$ cat src/rtl/core/urf_pkg.sv
// Package for the UART register file: item, result and state types,
// action and status codes, register offsets and bit constants.
// No dependencies.
`default_nettype none
package urf_pkg;

	typedef enum logic [1:0] {
		ACT_READ  = 2'd0,
		ACT_WRITE = 2'd1,
		ACT_RECV  = 2'd2
	} action_t;

	typedef enum logic [1:0] {
		ST_OK      = 2'd0,
		ST_INVALID = 2'd1,
		ST_BUSY    = 2'd2
	} status_t;

	localparam logic [2:0] OFF_RBR = 3'd0;
	localparam logic [2:0] OFF_IER = 3'd1;
	localparam logic [2:0] OFF_IIR = 3'd2;
	localparam logic [2:0] OFF_LCR = 3'd3;
	localparam logic [2:0] OFF_MCR = 3'd4;
	localparam logic [2:0] OFF_LSR = 3'd5;
	localparam logic [2:0] OFF_MSR = 3'd6;
	localparam logic [2:0] OFF_SCR = 3'd7;

	localparam logic [3:0] SIZE_BYTE = 4'd1;
	localparam int         LCR_DLAB_BIT = 7;
	localparam int         IER_RX_BIT = 0;
	localparam int         IER_TX_BIT = 1;
	localparam logic [2:0] IIR_NONE = 3'h1;
	localparam logic [2:0] IIR_TX   = 3'h2;
	localparam logic [2:0] IIR_RX   = 3'h4;
	localparam logic [7:0] LSR_BASE = 8'h60;
	localparam logic [7:0] FCR_MASK = 8'hc9;

	typedef struct packed {
		logic [7:0] data_in;
		logic [3:0] access_size;
		logic [3:0] reg_offset;
		logic [1:0] action;
	} item_t;

	typedef struct packed {
		logic       irq_level;
		logic [7:0] tx_byte;
		logic       tx_valid;
		logic [1:0] status;
		logic [7:0] read_data;
	} result_t;

	typedef struct packed {
		logic [3:0]  int_enable;
		logic [2:0]  int_ident;
		logic [7:0]  fifo_control;
		logic [7:0]  line_control;
		logic [4:0]  modem_control;
		logic [7:0]  scratch;
		logic [7:0]  rx_holding;
		logic        data_ready;
		logic [15:0] baud_divisor;
		logic        irq_line;
	} state_t;

endpackage
`default_nettype wire

$ cat src/rtl/core/uart_register_file_unit.sv
// Top level of the 16550-style UART register file: input register, decode,
// register state and output register. Depends on urf_pkg, urf_decode, urf_state.
//
// Each input transaction is one bus read, one bus write or one received byte,
// and yields exactly one result transaction. The block takes one item per
// clock when the output side keeps up; an item waits in the input register
// until the output register is free or its result is being taken, and the
// result is then offered from the output register until it is taken. The
// register update happens in the cycle the item moves from the input register
// into the output register, which keeps results in order with the register
// state. A new item is accepted while a result still waits, as long as the
// input register is free or moving on.
`default_nettype none
module uart_register_file_unit (
	input  wire         clk,
	input  wire         arst_n,
	input  wire         s_tvalid,
	output logic        s_tready,
	input  wire  [15:0] s_tdata,  // reg_offset[3:0], access_size[7:4], data_in[15:8]
	input  wire  [1:0]  s_tuser,  // action[1:0]
	output logic        m_tvalid,
	input  wire         m_tready,
	output logic [23:0] m_tdata,  // read_data[7:0], tx_valid[8], tx_byte[16:9],
	                              // irq_level[17], zero[23:18]
	output logic [1:0]  m_tuser   // status[1:0]
);
	import urf_pkg::*;

	logic    valid_s1;
	item_t   item_s1;
	logic    valid_s2;
	result_t res_s2;
	logic    adv;
	state_t  state_cur;
	state_t  state_nxt;
	result_t res;

	assign adv      = valid_s1 && (!valid_s2 || m_tready);
	assign s_tready = !valid_s1 || adv;

	always_ff @(posedge clk or negedge arst_n) begin
		if (!arst_n) begin
			valid_s1 <= 1'b0;
		end else if (s_tready) begin
			valid_s1 <= s_tvalid;
		end
	end

	always_ff @(posedge clk) begin
		if (s_tvalid && s_tready) begin
			item_s1.action      <= s_tuser;
			item_s1.reg_offset  <= s_tdata[3:0];
			item_s1.access_size <= s_tdata[7:4];
			item_s1.data_in     <= s_tdata[15:8];
		end
	end

	urf_decode u_decode (
		.item      (item_s1),
		.state_cur (state_cur),
		.state_nxt (state_nxt),
		.res       (res)
	);

	urf_state u_state (
		.clk       (clk),
		.arst_n    (arst_n),
		.load      (adv),
		.state_nxt (state_nxt),
		.state_cur (state_cur)
	);

	always_ff @(posedge clk or negedge arst_n) begin
		if (!arst_n) begin
			valid_s2 <= 1'b0;
		end else if (adv) begin
			valid_s2 <= 1'b1;
		end else if (m_tready) begin
			valid_s2 <= 1'b0;
		end
	end

	always_ff @(posedge clk) begin
		if (adv) begin
			res_s2 <= res;
		end
	end

	assign m_tvalid = valid_s2;
	assign m_tdata  = {6'd0, res_s2.irq_level, res_s2.tx_byte, res_s2.tx_valid,
		res_s2.read_data};
	assign m_tuser  = res_s2.status;

endmodule
`default_nettype wire

$ cat src/rtl/core/urf_decode.sv
// Register decode for the UART register file: from one item and the current
// register state, forms the result and the next register state.
// Depends on urf_pkg.
`default_nettype none
module urf_decode (
	input  urf_pkg::item_t   item,
	input  urf_pkg::state_t  state_cur,
	output urf_pkg::state_t  state_nxt,
	output urf_pkg::result_t res
);
	import urf_pkg::*;

	logic       dlab;
	logic       refresh;
	logic       rx_int;
	logic       tx_int;
	logic [2:0] off;

	assign dlab = state_cur.line_control[LCR_DLAB_BIT];
	assign off  = item.reg_offset[2:0];

	always_comb begin
		state_nxt = state_cur;
		res       = '0;
		refresh   = 1'b0;
		rx_int    = 1'b0;
		tx_int    = 1'b0;
		case (action_t'(item.action))
			ACT_READ, ACT_WRITE: begin
				if (item.access_size != SIZE_BYTE || item.reg_offset[3]) begin
					res.status = ST_INVALID;
				end else if (action_t'(item.action) == ACT_READ) begin
					case (off)
						OFF_RBR: begin
							if (dlab) begin
								res.read_data = state_cur.baud_divisor[7:0];
							end else begin
								res.read_data        = state_cur.rx_holding;
								state_nxt.data_ready = 1'b0;
								refresh              = 1'b1;
							end
						end
						OFF_IER: begin
							res.read_data = dlab ? state_cur.baud_divisor[15:8]
								: {4'd0, state_cur.int_enable};
						end
						OFF_IIR: res.read_data = {5'd0, state_cur.int_ident};
						OFF_LCR: res.read_data = state_cur.line_control;
						OFF_MCR: res.read_data = {3'd0, state_cur.modem_control};
						OFF_LSR: res.read_data = LSR_BASE | {7'd0, state_cur.data_ready};
						OFF_MSR: res.read_data = 8'd0;
						default: res.read_data = state_cur.scratch;
					endcase
				end else begin
					case (off)
						OFF_RBR: begin
							if (dlab) begin
								state_nxt.baud_divisor[7:0] = item.data_in;
							end else begin
								res.tx_valid = 1'b1;
								res.tx_byte  = item.data_in;
							end
						end
						OFF_IER: begin
							if (dlab) begin
								state_nxt.baud_divisor[15:8] = item.data_in;
							end else begin
								state_nxt.int_enable = item.data_in[3:0];
								refresh              = 1'b1;
							end
						end
						OFF_IIR: state_nxt.fifo_control = item.data_in & FCR_MASK;
						OFF_LCR: state_nxt.line_control = item.data_in;
						OFF_MCR: state_nxt.modem_control = item.data_in[4:0];
						OFF_SCR: state_nxt.scratch = item.data_in;
						default: ;
					endcase
				end
			end
			ACT_RECV: begin
				if (state_cur.data_ready) begin
					res.status = ST_BUSY;
				end else begin
					state_nxt.rx_holding = item.data_in;
					state_nxt.data_ready = 1'b1;
					refresh              = 1'b1;
				end
			end
			default: res.status = ST_INVALID;
		endcase
		if (refresh) begin
			rx_int = state_nxt.int_enable[IER_RX_BIT] & state_nxt.data_ready;
			tx_int = state_nxt.int_enable[IER_TX_BIT];
			state_nxt.irq_line  = rx_int | tx_int;
			state_nxt.int_ident = rx_int ? IIR_RX : (tx_int ? IIR_TX : IIR_NONE);
		end
		res.irq_level = state_nxt.irq_line;
	end

endmodule
`default_nettype wire

$ cat src/rtl/core/urf_state.sv
// Register state of the UART register file, with reset values; loads the
// next state when a transaction completes decode.
// Depends on urf_pkg.
`default_nettype none
module urf_state (
	input  wire             clk,
	input  wire             arst_n,
	input  wire             load,
	input  urf_pkg::state_t state_nxt,
	output urf_pkg::state_t state_cur
);
	import urf_pkg::*;

	localparam state_t RESET_STATE = '{
		int_enable:    4'd0,
		int_ident:     IIR_NONE,
		fifo_control:  8'd0,
		line_control:  8'd0,
		modem_control: 5'd0,
		scratch:       8'd0,
		rx_holding:    8'd0,
		data_ready:    1'b0,
		baud_divisor:  16'd0,
		irq_line:      1'b0
	};

	state_t state_q;

	always_ff @(posedge clk or negedge arst_n) begin
		if (!arst_n) begin
			state_q <= RESET_STATE;
		end else if (load) begin
			state_q <= state_nxt;
		end
	end

	assign state_cur = state_q;

endmodule
`default_nettype wire
$ cat config.mk
export PLATFORM = sky130hd
export DESIGN_NAME = uart_register_file_unit
export DESIGN_NICKNAME = d
export VERILOG_FILES = /design/src/rtl/core/urf_pkg.sv /design/src/rtl/core/uart_register_file_unit.sv /design/src/rtl/core/urf_decode.sv /design/src/rtl/core/urf_state.sv
export SDC_FILE = /design/constraint.sdc
export NUM_CORES = 1
export LEC_CHECK = 0
export BUFFER_PORTS_ARGS = -buffer_cell sky130_fd_sc_hd__buf_2
export CORE_MARGIN = 4
export CORE_UTILIZATION = 54
export CTS_CLUSTER_DIAMETER = 30
export DETAILED_ROUTE_END_ITERATION = 8
export PLACE_DENSITY_LB_ADDON = 0.05
export SLEW_MARGIN = 10
export SYNTH_ARGS = -nofsm -noshare
export SYNTH_HDL_FRONTEND = slang
export SYNTH_SLANG_ARGS = --single-unit
export TNS_END_PERCENT = 10
$ cat constraint.sdc
create_clock -name clk -period 2.6 [get_ports clk]
set_input_delay 0.39 -clock clk [delete_from_list [all_inputs] [get_ports clk]]
set_output_delay 0.39 -clock clk [all_outputs]
set_load 0.02 [all_outputs]
# After elaboration in Yosys (flattened, before gate mapping)
# Cells that the tools add are included.
[classes] addsub=0 shift=0 n_mux=34 n_eq_ne=10 order_cmp=0 n_bitwise=8 multipliers=0 reduce_logical=22 div=0
[ops] op="$pmux 8 s7" count=1
[ops] op="$mux 8" count=6
[ops] op="$reduce_and 6->1" count=3
[ops] op="$mux 17" count=1
[ops] op="$mux 16" count=1
[ops] op="$reduce_and 5->1" count=3
[ops] op="$mux 1" count=14
[ops] op="$mux 2" count=7
[ops] op="$eq 3x3->1 const B" count=4
[ops] op="$eq 3x2->1 const B" count=2
[ops] op="$not 1->1" count=6
[ops] op="$reduce_or 5->1" count=1
[ops] op="$ne 4x1->1 const B" count=1
[ops] op="$pmux 1 s2" count=2
[ops] op="$pmux 2 s2" count=1
[ops] op="$reduce_or 4->1" count=1
[ops] op="$eq 3x1->1 const B" count=1
[ops] op="$logic_not 3->1" count=1
[ops] op="$logic_or 1x1->1" count=3
[ops] op="$mux 3" count=1
[ops] op="$reduce_and 3->1" count=1
[ops] op="$reduce_or 3->1" count=1
[ops] op="$eq 2x1->1 const B" count=1
[ops] op="$eq 2x2->1 const B" count=1
[ops] op="other kinds (8)" count=10
[totals] in_bits=22 reg_bits=94 mem_count=0 mem_bits_ro=0 latch_bits=0 mem_bits_rw=0 wordCells=96

# Depth between registers and ports, before layout
[logic_depth] ltp_word=8 mapped_depth=7 ltp_nobuf=6

# Cells and area by module
# Synthesis repeated with hierarchy kept, for this count alone.
[hier_totals] cells_unflattened=383 hier_area_um2=5403.9
[modules_own_cells] module="urf_state" seq_area_each_um2=1552.7 area_per_inst_um2=2607.5 instances=1 cells_per_inst=131
[modules_own_cells] module="urf_decode" seq_area_each_um2=0.0 area_per_inst_um2=1502.7 instances=1 cells_per_inst=199
[modules_own_cells] module="uart_register_file_unit" seq_area_each_um2=1191.1 area_per_inst_um2=1293.7 instances=1 cells_per_inst=53

# Least setup slack after synthesis
# Ideal clock, no wire load.
[synth_path] path_kind="register to register" from="reg valid_s2, in the netlist m_tvalid" to="reg u_state.state_q, in the netlist u_state.state_cur[10]" arrival_ns=2.119 period_less_slack_ns=2.244 path_stages_with_launch=7 required_time_ns=2.475 setup_time_ns=0.125 setup_slack_ns=0.356 cell_sequence="dfrtp_1 nand2b_1 nand2_1 inv_1 nand3_1 nor3_4 mux2_2"
[synth_via] elab_chain_len=4
[synth_lines] item="from (decl)" line_no="uart_register_file_unit.sv:31" text="logic valid_s2;"
[synth_lines] item="from (signal assigned)" line_no="uart_register_file_unit.sv:75" text="valid_s2 <= 1'b0;"
[synth_lines] item="from (signal assigned)" line_no="uart_register_file_unit.sv:77" text="valid_s2 <= 1'b1;"
[synth_lines] item="from (signal assigned)" line_no="uart_register_file_unit.sv:79" text="valid_s2 <= 1'b0;"
[synth_lines] item="$logic_not 1->1" line_no="uart_register_file_unit.sv:38" text="assign adv = valid_s1 && (!valid_s2 || m_tready);"
[synth_lines] item="$logic_or 1x1->1" line_no="uart_register_file_unit.sv:38"
[synth_lines] item="$logic_and 1x1->1" line_no="uart_register_file_unit.sv:38"
[synth_lines] item="named net adv" line_no="uart_register_file_unit.sv:33" text="logic adv;"
[synth_lines] item="$reduce_and 6->1 (no line)"
[synth_lines] item="to (signal assigned)" line_no="urf_state.sv:33" text="state_q <= state_nxt;"
[synth_lines] item="to (decl)" line_no="urf_state.sv:27" text="state_t state_q;"
# The timed path passes the listed nets, and every way through them passes these cells.
# A chain may end at the register's enable or synchronous reset.

==> flow_metrics.env <==
export IMPL_setup_ws_ns=0.290
export IMPL_timing_rr_end="m_tdata[17]"
export IMPL_synth_area_leader_cell="sky130_fd_sc_hd__dfrtp_1"
export IMPL_synth_flop_cell="sky130_fd_sc_hd__dfrtp_1"
export IMPL_initial_antenna_violation_count=0
export IMPL_critPathRequiredTime_ns=2.71
export IMPL_cts_tree="built"
export IMPL_post_cts_setup_buffers=0
export IMPL_timing_setup_critical_path_class="register to register"
export IMPL_power_switching_fraction_pct=26.0
export IMPL_most_used_cells_in_the_layout_excluding_fill_and_tap_cells="sky130_fd_sc_hd__dfrtp_1 (55), sky130_fd_sc_hd__mux2_2 (51), sky130_fd_sc_hd__buf_2 (43)"
export IMPL_regToRegSetupSlack_ns=0.29
export IMPL_global_route_wire_length_before_repair_um=13400
export IMPL_status="finished, final reports clean"
export IMPL_final_layout_size_suffix_gt1_share_pct=37.0
export IMPL_clockBufferDepth=2
export IMPL_hold_viol_final=0
export IMPL_average_vias_per_placed_instance=5.53
export IMPL_top_usage_layer="met1"
export IMPL_vias=2523
export IMPL_chipWidth_um=95.1
export IMPL_postRouteAntennaNets=0
export IMPL_vdd_ir_drop_worst_v=0.000367
export IMPL_floorplan_row_count=31
export IMPL_final_core_utilization_pct=63.0
export IMPL_worstSkewPairLatency_ns=0.36
export IMPL_pin_count=50
export IMPL_fin_area_um2=4620
export IMPL_period_share_pct=88.8
export IMPL_synthDistinctLibCells=47
export IMPL_synth_enable_flop_cells=38
export IMPL_port_buffer_count=43
export IMPL_synth_cells=298
export IMPL_maxCapViolCount=0
export IMPL_synthDominantCellAreaShare_pct=33.6
export IMPL_grtUsageMet2_pct=29.7
export IMPL_ys_seq_elements=94
export IMPL_clkPwrFrac_pct=28.7
export IMPL_fmax_ghz=0.433
export IMPL_die_area_um2=9050
export IMPL_remaining_drc_errors=0
export IMPL_grt_total_usage_pct=20.3
export IMPL_finalWeightedCongestion=0.886
export IMPL_met3_usage_pct=3.39
export IMPL_pwr_share_comb_pct=11.6
export IMPL_maximum_number_of_pins_on_one_net_before_global_route_repair=33
export IMPL_rsz0062_at_grt="false"
export IMPL_starting_density_of_the_core_pct=55.9
export IMPL_grt_overflow=0
export IMPL_timing_rr_start="item_s1[2]"
export IMPL_commonest_non_fill_non_tap_cell_in_the_layout="sky130_fd_sc_hd__dfrtp_1"
export IMPL_routedWlPerCell_um=18.2
export IMPL_intPower_mw=2.19
export IMPL_worst_slew_pin_transition_ns=0.747
export IMPL_initialDrtViolationCount=155
export IMPL_synth_seq_area_share_pct=62.1
export IMPL_worst_setup_path_end_kind="register"
export IMPL_worstPathArrival_ns=2.42
export IMPL_critPathLaunchType="register"
export IMPL_numCtsBuffers=9
export IMPL_p_leak_nw=2.02
export IMPL_core_um2=7330
export IMPL_layout_area_overhead_vs_synth_pct=12.7
export IMPL_first_pass_iters=4
export IMPL_dp_final_hpwl_um=5750
export IMPL_die_h_um=95.1
export IMPL_synth_area_per_cell_um2=13.8
export IMPL_cts_hold_repair_buffers=0
export IMPL_timing_reg2reg_worst_path_depth=5
export IMPL_placement_cell_area_um2=4450
export IMPL_grt_util_met1_pct=30.2
export IMPL_cts_htree_levels=3
export IMPL_p_sw_uw=770
export IMPL_finalWorstPathRequiredPeriod_ns=2.31
export IMPL_clk_transition_reported_paths_ns=0.09
export IMPL_syn_area_um2=4100
export IMPL_cts_repair_resized=0
export IMPL_routed_wl_um=8280
export IMPL_antenna_cells=0
export IMPL_clock_sinks=94
export IMPL_finish_net_count=374
export IMPL_hp_class="input pin to asynchronous set/reset pin"
export IMPL_placement_setup_worst_slack_ns=0.330
export IMPL_async_flop_share_pct=59.6
export IMPL_synthesis_yosys_warnings=0
export IMPL_synth_area_leaders="sky130_fd_sc_hd__dfrtp_1 (34%), sky130_fd_sc_hd__edfxtp_1 (28%), sky130_fd_sc_hd__mux2_2 (14%), sky130_fd_sc_hd__mux2i_1 (2.7%), sky130_fd_sc_hd__and2_1 (1.7%)"
export IMPL_timing_final_max_slew_violations=0
export IMPL_fin_skew_ns=0.00947
export IMPL_crit_fanout=18
export IMPL_report_final_setup_viol=0
export IMPL_power_frac_seq_pct=59.7
export IMPL_power_density_cell_area_nw_per_um2=640
export IMPL_grt_pass1_vias=2476
export IMPL_timing_slew_headroom_pct=50.2
export IMPL_setup_total_negative_slack_ns=0
export IMPL_cts_root_buffer_cell="sky130_fd_sc_hd__clkbuf_8"
-- worst max path at each step --
stage / startpoint / endpoint / slack [ns] / depth (start not counted)
after floorplan: m_tvalid / u_state.state_cur[10] / 0.36 / 6
after global placement: item_s1[2] / m_tdata[17] / 0.35 / 5
after detailed placement: item_s1[2] / m_tdata[17] / 0.33 / 5
after CTS: item_s1[2] / m_tdata[17] / 0.31 / 5
after global routing: item_s1[2] / m_tdata[17] / 0.07 / 5
final: item_s1[2] / m_tdata[17] / 0.29 / 5
-- flip-flops by register name, summed over array words and instances, names as in the netlist --
name / flops
u_state.state_cur: 54
m_tdata: 18
item_s1: 18
m_tvalid: 1
m_tuser: 2
valid_s1: 1
-- cells in the mapped netlist (3+ instances only) --
library cell	n
sky130_fd_sc_hd__o22ai_1	5
sky130_fd_sc_hd__a21oi_1	6
sky130_fd_sc_hd__a31oi_1	3
sky130_fd_sc_hd__buf_4	7
sky130_fd_sc_hd__and2_1	11
sky130_fd_sc_hd__inv_1	8
sky130_fd_sc_hd__nor3_1	6
sky130_fd_sc_hd__o21ai_0	12
sky130_fd_sc_hd__nand2b_1	5
sky130_fd_sc_hd__nand3_1	5
sky130_fd_sc_hd__nor2_1	17
sky130_fd_sc_hd__buf_2	4
sky130_fd_sc_hd__clkbuf_1	5
sky130_fd_sc_hd__edfxtp_1	38
sky130_fd_sc_hd__mux2i_1	11
sky130_fd_sc_hd__mux2_2	51
sky130_fd_sc_hd__dfrtp_1	55
sky130_fd_sc_hd__nand2_1	16
-- cell type report --
| class | instances | area [um^2] |
|---|---|---|
| clock buffers | 12 | 135 |
| clock inverters | 4 | 32.5 |
| fillers | 555 | 2710 |
| inverters | 8 | 30.0 |
| multi-input cells | 184 | 1450 |
| flip-flops and latches | 94 | 2540 |
| well taps | 99 | 124 |
| repair buffers | 55 | 305 |
-- power groups by stage --
stage | clock (mW) | combinational (mW) | sequential, mW
after floorplan | 0 | 0.219 | 1.79
after global placement | 0 | 0.339 | 1.79
after detailed placement | 0 | 0.346 | 1.79
after CTS | 0.867 | 0.345 | 1.76
after global routing | 0.940 | 0.381 | 1.78
final | 0.850 | 0.342 | 1.77
-- through the flow --
step                instances  hold WS, ns  power, mW
global route              456        0.138       3.10
finish                    456       0.0920       2.96
CTS                       456        0.109       2.98
detailed placement        440        0.492       2.14
floorplan                 303       0.0944       2.01
global placement          440        0.485       2.13
-- layer usage --
metal | up-vias | routed length, um | share of wire (%)
li1 | 1179 | - | -
met1 | 1259 | 3880 | 47
met2 | 74 | 3840 | 46
met3 | 11 | 419 | 5.1
met4 | 0 | 145 | 1.8
met5 | - | 0 | 0
-- kinds of logic after synthesis --
family,count (synthesis),synth area share (%)
other cells,1,0.0915
mux,64,17.8
buf+inv,25,3.05
flops,94,62.1
compound gates,39,6.38
simple gates,75,10.6
-- critical path, cell delays in order (launching register included) --
cell and delay (ns):
sky130_fd_sc_hd__edfxtp_1 0.70, sky130_fd_sc_hd__nor3_1 0.46, sky130_fd_sc_hd__nand3_1 0.20, sky130_fd_sc_hd__o32ai_1 0.33, sky130_fd_sc_hd__nor2_1 0.18, sky130_fd_sc_hd__o22a_1 0.19
(Power assumes the default switching activity.)
